[config.mk]
export PLATFORM = sky130hd
export DESIGN_NAME = isc_ctrl
export DESIGN_NICKNAME = d
export VERILOG_FILES = /design/src/hw/rtl/isc_pkg.sv /design/src/hw/rtl/isc_ctrl.sv
export SDC_FILE = /design/constraint.sdc
export NUM_CORES = 1
export LEC_CHECK = 0
export BUFFER_PORTS_ARGS = -buffer_cell sky130_fd_sc_hd__buf_2
export CORE_MARGIN = 8
export CORE_UTILIZATION = 30
export DETAILED_ROUTE_END_ITERATION = 10
export GPL_ROUTABILITY_DRIVEN = 0
export PLACE_DENSITY = 0.62
export SLEW_MARGIN = 40
export SYNTH_ARGS = -nofsm -noshare
export SYNTH_HDL_FRONTEND = slang
export SYNTH_SLANG_ARGS = --single-unit
[constraint.sdc]
create_clock -name i_clk -period 1.9 [get_ports i_clk]
set_input_delay 0.285 -clock i_clk [delete_from_list [all_inputs] [get_ports i_clk]]
set_output_delay 0.285 -clock i_clk [all_outputs]
set_load 0.005 [all_outputs]
[src/hw/rtl/isc_pkg.sv]
package isc_pkg;

    // fixed field widths of the item and result ports
    localparam int ACTION_W = 4;
    localparam int INDEX_W  = 9;
    localparam int VALUE_W  = 32;
    localparam int STATUS_W = 2;
    localparam int LEN_W    = 9;

    // default sizing of the entry store
    localparam int ISC_DEPTH  = 256;
    localparam int ISC_WORD_W = 32;

    // operation codes carried by the action field
    typedef enum logic [ACTION_W-1:0] {
        ACT_PUSH    = 4'd0,
        ACT_POP     = 4'd1,
        ACT_PEEK    = 4'd2,
        ACT_GET     = 4'd3,
        ACT_SET     = 4'd4,
        ACT_DELETE  = 4'd5,
        ACT_REMOVE  = 4'd6,
        ACT_CURRENT = 4'd7,
        ACT_SHIFT   = 4'd8,
        ACT_CLEAR   = 4'd9
    } t_action;

    // result status codes
    typedef enum logic [STATUS_W-1:0] {
        ST_OK   = 2'd0,
        ST_MISS = 2'd1,
        ST_FULL = 2'd2
    } t_status;

    // datapath micro-operations issued by the controller
    typedef enum logic [4:0] {
        U_NONE,
        U_LATCH,
        U_PUSH,
        U_POP,
        U_RD_TOP,
        U_RD_IDX,
        U_RD_CUR,
        U_SHIFT,
        U_FILL_INIT,
        U_FILL,
        U_SET,
        U_DEL_INIT,
        U_MV_RD,
        U_MV_WR,
        U_DROP,
        U_SCAN_INIT,
        U_SCAN_RD,
        U_SCAN_NEXT,
        U_SCAN_HIT,
        U_CLEAR
    } t_uop;

    // controller states
    typedef enum logic [2:0] {
        S_IDLE,
        S_DECODE,
        S_FILL,
        S_MV_RD,
        S_MV_WR,
        S_SCAN_RD,
        S_SCAN_CMP,
        S_DONE
    } t_state;

    // controller to datapath
    typedef struct packed {
        t_uop    uop;
        logic    fin;
        t_status fin_st;
        logic    fin_rd;
    } t_cmd;

    // datapath to controller
    typedef struct packed {
        t_action action;
        logic    cnt_zero;
        logic    cnt_full;
        logic    idx_ge_cnt;
        logic    idx_ge_depth;
        logic    cur_ge_cnt;
        logic    fill_done;
        logic    walk_done;
        logic    scan_end;
        logic    hit;
        logic    out_free;
    } t_stat;

endpackage

[src/hw/rtl/isc_ctrl.sv]
module isc_ctrl
    import isc_pkg::*;
(
    input  logic  i_clk,
    input  logic  i_rst_n,
    input  logic  i_in_valid,
    input  t_stat i_stat,
    output logic  o_in_stall,
    output t_cmd  o_cmd
);

    t_state  r_state, n_state;
    t_status r_fin_st, n_fin_st;
    logic    r_fin_rd, n_fin_rd;

    // state and pending result kind
    always_ff @(posedge i_clk) begin
        if (!i_rst_n) begin
            r_state  <= S_IDLE;
            r_fin_st <= ST_OK;
            r_fin_rd <= 1'b0;
        end else begin
            r_state  <= n_state;
            r_fin_st <= n_fin_st;
            r_fin_rd <= n_fin_rd;
        end
    end

    // next state
    always_comb begin
        n_state  = r_state;
        n_fin_st = r_fin_st;
        n_fin_rd = r_fin_rd;
        case (r_state)
            S_IDLE: begin
                if (i_in_valid) begin
                    n_state  = S_DECODE;
                    n_fin_st = ST_OK;
                    n_fin_rd = 1'b0;
                end
            end
            S_DECODE: begin
                n_state = S_DONE;
                case (i_stat.action)
                    ACT_PUSH: begin
                        if (i_stat.cnt_full) n_fin_st = ST_FULL;
                    end
                    ACT_POP, ACT_PEEK: begin
                        if (i_stat.cnt_zero) n_fin_st = ST_MISS;
                        else n_fin_rd = 1'b1;
                    end
                    ACT_GET: begin
                        if (i_stat.idx_ge_cnt) n_fin_st = ST_MISS;
                        else n_fin_rd = 1'b1;
                    end
                    ACT_SET: begin
                        if (i_stat.idx_ge_depth) n_fin_st = ST_FULL;
                        else n_state = S_FILL;
                    end
                    ACT_DELETE: begin
                        if (i_stat.idx_ge_cnt) n_fin_st = ST_MISS;
                        else n_state = S_MV_RD;
                    end
                    ACT_REMOVE: begin
                        n_state = S_SCAN_RD;
                    end
                    ACT_CURRENT, ACT_SHIFT: begin
                        if (i_stat.cur_ge_cnt) n_fin_st = ST_MISS;
                        else n_fin_rd = 1'b1;
                    end
                    default: begin
                    end
                endcase
            end
            S_FILL: begin
                if (i_stat.fill_done) n_state = S_DONE;
            end
            S_MV_RD: begin
                if (i_stat.walk_done) n_state = S_DONE;
                else n_state = S_MV_WR;
            end
            S_MV_WR: begin
                n_state = S_MV_RD;
            end
            S_SCAN_RD: begin
                if (i_stat.scan_end) begin
                    n_state  = S_DONE;
                    n_fin_st = ST_MISS;
                end else begin
                    n_state = S_SCAN_CMP;
                end
            end
            S_SCAN_CMP: begin
                if (i_stat.hit) n_state = S_MV_RD;
                else n_state = S_SCAN_RD;
            end
            S_DONE: begin
                if (i_stat.out_free) n_state = S_IDLE;
            end
            default: begin
                n_state = S_IDLE;
            end
        endcase
    end

    // datapath commands
    always_comb begin
        o_in_stall   = (r_state != S_IDLE);
        o_cmd.uop    = U_NONE;
        o_cmd.fin    = 1'b0;
        o_cmd.fin_st = r_fin_st;
        o_cmd.fin_rd = r_fin_rd;
        case (r_state)
            S_IDLE: begin
                if (i_in_valid) o_cmd.uop = U_LATCH;
            end
            S_DECODE: begin
                case (i_stat.action)
                    ACT_PUSH: begin
                        if (!i_stat.cnt_full) o_cmd.uop = U_PUSH;
                    end
                    ACT_POP: begin
                        if (!i_stat.cnt_zero) o_cmd.uop = U_POP;
                    end
                    ACT_PEEK: begin
                        if (!i_stat.cnt_zero) o_cmd.uop = U_RD_TOP;
                    end
                    ACT_GET: begin
                        if (!i_stat.idx_ge_cnt) o_cmd.uop = U_RD_IDX;
                    end
                    ACT_SET: begin
                        if (!i_stat.idx_ge_depth) o_cmd.uop = U_FILL_INIT;
                    end
                    ACT_DELETE: begin
                        if (!i_stat.idx_ge_cnt) o_cmd.uop = U_DEL_INIT;
                    end
                    ACT_REMOVE: begin
                        o_cmd.uop = U_SCAN_INIT;
                    end
                    ACT_CURRENT: begin
                        if (!i_stat.cur_ge_cnt) o_cmd.uop = U_RD_CUR;
                    end
                    ACT_SHIFT: begin
                        if (!i_stat.cur_ge_cnt) o_cmd.uop = U_SHIFT;
                    end
                    ACT_CLEAR: begin
                        o_cmd.uop = U_CLEAR;
                    end
                    default: begin
                    end
                endcase
            end
            S_FILL: begin
                o_cmd.uop = i_stat.fill_done ? U_SET : U_FILL;
            end
            S_MV_RD: begin
                o_cmd.uop = i_stat.walk_done ? U_DROP : U_MV_RD;
            end
            S_MV_WR: begin
                o_cmd.uop = U_MV_WR;
            end
            S_SCAN_RD: begin
                if (!i_stat.scan_end) o_cmd.uop = U_SCAN_RD;
            end
            S_SCAN_CMP: begin
                o_cmd.uop = i_stat.hit ? U_SCAN_HIT : U_SCAN_NEXT;
            end
            S_DONE: begin
                o_cmd.fin = i_stat.out_free;
            end
            default: begin
            end
        endcase
    end

endmodule

==> results_dict.tcl <==
set metrics [dict create \
    grt_antenna_before_repair 0 \
    syn_avg_cell_area_um2 6.344 \
    end_kind "primary output" \
    finalHoldViolCount 0 \
    die_h_um 68.03 \
    clk_latency_ps 250 \
    tns_ps 0 \
    vias 1015 \
    final-setup-viol-count 0 \
    io_buffers 26 \
    slew_viol_final 0 \
    cts_buffers 3 \
    placed_cells 182 \
    overflow 0 \
    yosysUniqueCellTypes 40 \
    io_pins 27 \
    cap_violations 0 \
    instances_no_fill 185 \
    yosys_most_used_dff "dfxtp_1" \
    cts_hold_buf 0 \
    p_comb_share_pct 54.9 \
    clockBufferDepth 2 \
    fillerInstances 301 \
    synth.top_cells.by_count "nor2_1, o21ai_0, nand2_1" \
    rsz0062_at_grt "no" \
    wl_met1_mm 1.128 \
    netlist_instances 128 \
    ys_top_cells_by_area "dfxtp_1, nor2_1, o21ai_0" \
    max_freq_ghz 0.5669 \
    async_flop_share_pct 0 \
    ys_ff_latch 6 \
    p_per_area_nw_per_um2 641.4 \
    drcViolationCount 0 \
    grt_pass1_vias 990 \
    peakVddDrop_v 0.0004457 \
    post_drt_wl_per_cell_um 13.00 \
    num_rows 19 \
    power.internal_w 0.0003833 \
    worst_ep_arrival_time_ps 1480 \
    start_util_pct 30.50 \
    detail-route-antenna-nets 0 \
    top_layer_used "met4" \
    firstDrtPassIters 4 \
    grt_pass1_wl_mm 4.126 \
    power.share.clock_pct 18.7 \
    die_w_um 68.03 \
    grt.total_usage_pct 10.96 \
    grt_max_degree 18 \
    seqPwrFrac_pct 26.5 \
    layout.nets 173 \
    worst_ep_required_time_ps 1620 \
    p_sw_w 0.0002715 \
    post-cts-setup-buffers 0 \
    skew_ps 7.069 \
    dp_hpwl_mm 1.966 \
    timing.hold.ws_ps 271.9 \
    wl_mm 2.405 \
    run_status "finished, final reports clean" \
    area_growth_pct 25.73 \
    yosys_warnings 0 \
    synth_most_common_cell "nor2_1" \
    critPathMaxFanout 12 \
    synth_edf_count 0 \
    hold_path_class "input pin to register" \
    max_slew_margin_pct 65.15 \
    cts.sinks 6 \
    cts_tree "yes" \
    worst_pin_slew_ps 515.4 \
    num_antenna_cells 0 \
    wl_met2_mm 1.059 \
    period_needed_ps 1764 \
    synth_top_area_share_pct 14.79 \
    core_um2 2663 \
    synth_area_leader_cell "dfxtp_1" \
    first_iter_violations 40 \
    syn_nets 145 \
    drive_above_1_share_pct 29.22 \
    finalCritPeriodShare_pct 92.84 \
    swShare_pct 41.46 \
    critPathKind "input pin to primary output" \
    cts.clk_slew.worst_paths_ps 40 \
    wl_met3_um 175 \
    start_kind "input pin" \
    synth.cell_area_um2 812.0 \
    cts_max_level 1 \
    viasPerCell 5.486 \
    leakage_nw 0.4406 \
    ys_seq_area_share_pct 14.79 \
    cts_root_buffer "clkbuf_4" \
    dieArea_um2 4627 \
]
[metal layers]
metal | vias to the layer above | GRT usage [%]
met2 | 35 | 18.05
met1 | 464 | 13.47
met5 | - | 0
met3 | 6 | 2.291
li1 | 510 | -
met4 | 0 | 4.604
[path summary, 6_finish.rpt]
check | start | to | slack (ps) | depth (start not counted)
worst max-delay path | i_stat[10] | o_cmd[6] | 140 | 7
worst min-delay path | i_in_valid | r_fin_rd | 270 | 2
worst max register to register | r_state[2] | r_fin_st[1] | 480 | 5
worst min register to register | r_fin_st[0] | r_fin_st[0] | 460 | 2
[per-stage QoR]
| stage | util, % | power [W] | instance area, um2 | setup slack [ps] |
|---|---|---|---|---|
| floorplan | - | 0.0004087 | 812.0 | 309.1 |
| global placement | 37.17 | 0.0005284 | 989.7 | 133.9 |
| detailed placement | 37.17 | 0.0005323 | 989.7 | 99.14 |
| CTS | 38.11 | 0.0006583 | 1015 | 40.97 |
| global route | 38.35 | 0.0007127 | 1021 | 2.023 |
| finish | 38.35 | 0.0006548 | 1021 | 136.0 |
[state kept, by name (all words and copies together), names as in the netlist]
register / count
r_fin_rd: 1
r_fin_st: 2
r_state: 3
[power by group through the flow]
stage,combinational [W],sequential (W),clock (W)
final,0.000359,0.000173,0.000122
after global routing,0.000403,0.000177,0.000132
after CTS,0.000362,0.000172,0.000124
after floorplan,0.000257,0.000152,0
after global placement,0.000356,0.000173,0
after detailed placement,0.000359,0.000173,0
[critical path: stages]
cell	delay, ps
buf_2	210
nand2_2	100
nor4_1	280
nand2b_1	200
o21bai_1	100
a22oi_1	170
buf_2	140
[what timing repair did]
action | CTS | global route
pin swaps | 0 | 0
resized for setup | 1 | 3
endpoints found under the setup margin | 1 | 5
[layout by cell type (no fill, tap or decap), types with 2 or more instances in the layout]
cell type / synthesis / routed
o21bai_1: 2 / 2
nor3b_1: 2 / 2
a21oi_1: 7 / 7
nor3_1: 2 / 2
buf_4: 1 / 8
dfxtp_1: 6 / 5
nor4b_1: 3 / 3
nor2_1: 19 / 18
nand2b_1: 4 / 4
nand2_1: 11 / 11
or3_1: 2 / 2
o21ai_0: 14 / 14
buf_2: 5 / 25
inv_1: 6 / 6
clkbuf_4: 0 / 4
nor2b_1: 6 / 5
o2111ai_1: 2 / 2
mux2i_1: 3 / 3
xor2_1: 2 / 2
a31oi_1: 2 / 2
nand3_1: 5 / 5
[cells by family (layout without fill, tap and decap cells)]
family / Yosys count / count (layout) / share of synthesized area, %
simple gates: 58 / 58 / 35.75
compound gates: 41 / 41 / 33.13
mux: 4 / 4 / 5.085
xor+xnor: 2 / 2 / 2.158
flops: 6 / 6 / 14.79
buf+inv: 17 / 43 / 9.091
[area by class of cell]
cell class / count / area, um2 / area share, %
Clock buffer: 3 / 22.52 / 2.206
Inverter: 6 / 22.52 / 2.206
Multi-Input combinational cell: 105 / 623.1 / 61.03
Sequential cell: 6 / 121.4 / 11.89
Tap cell: 31 / 38.79 / 3.799
Timing Repair Buffer: 34 / 192.7 / 18.87
(Power assumes the default switching activity.)
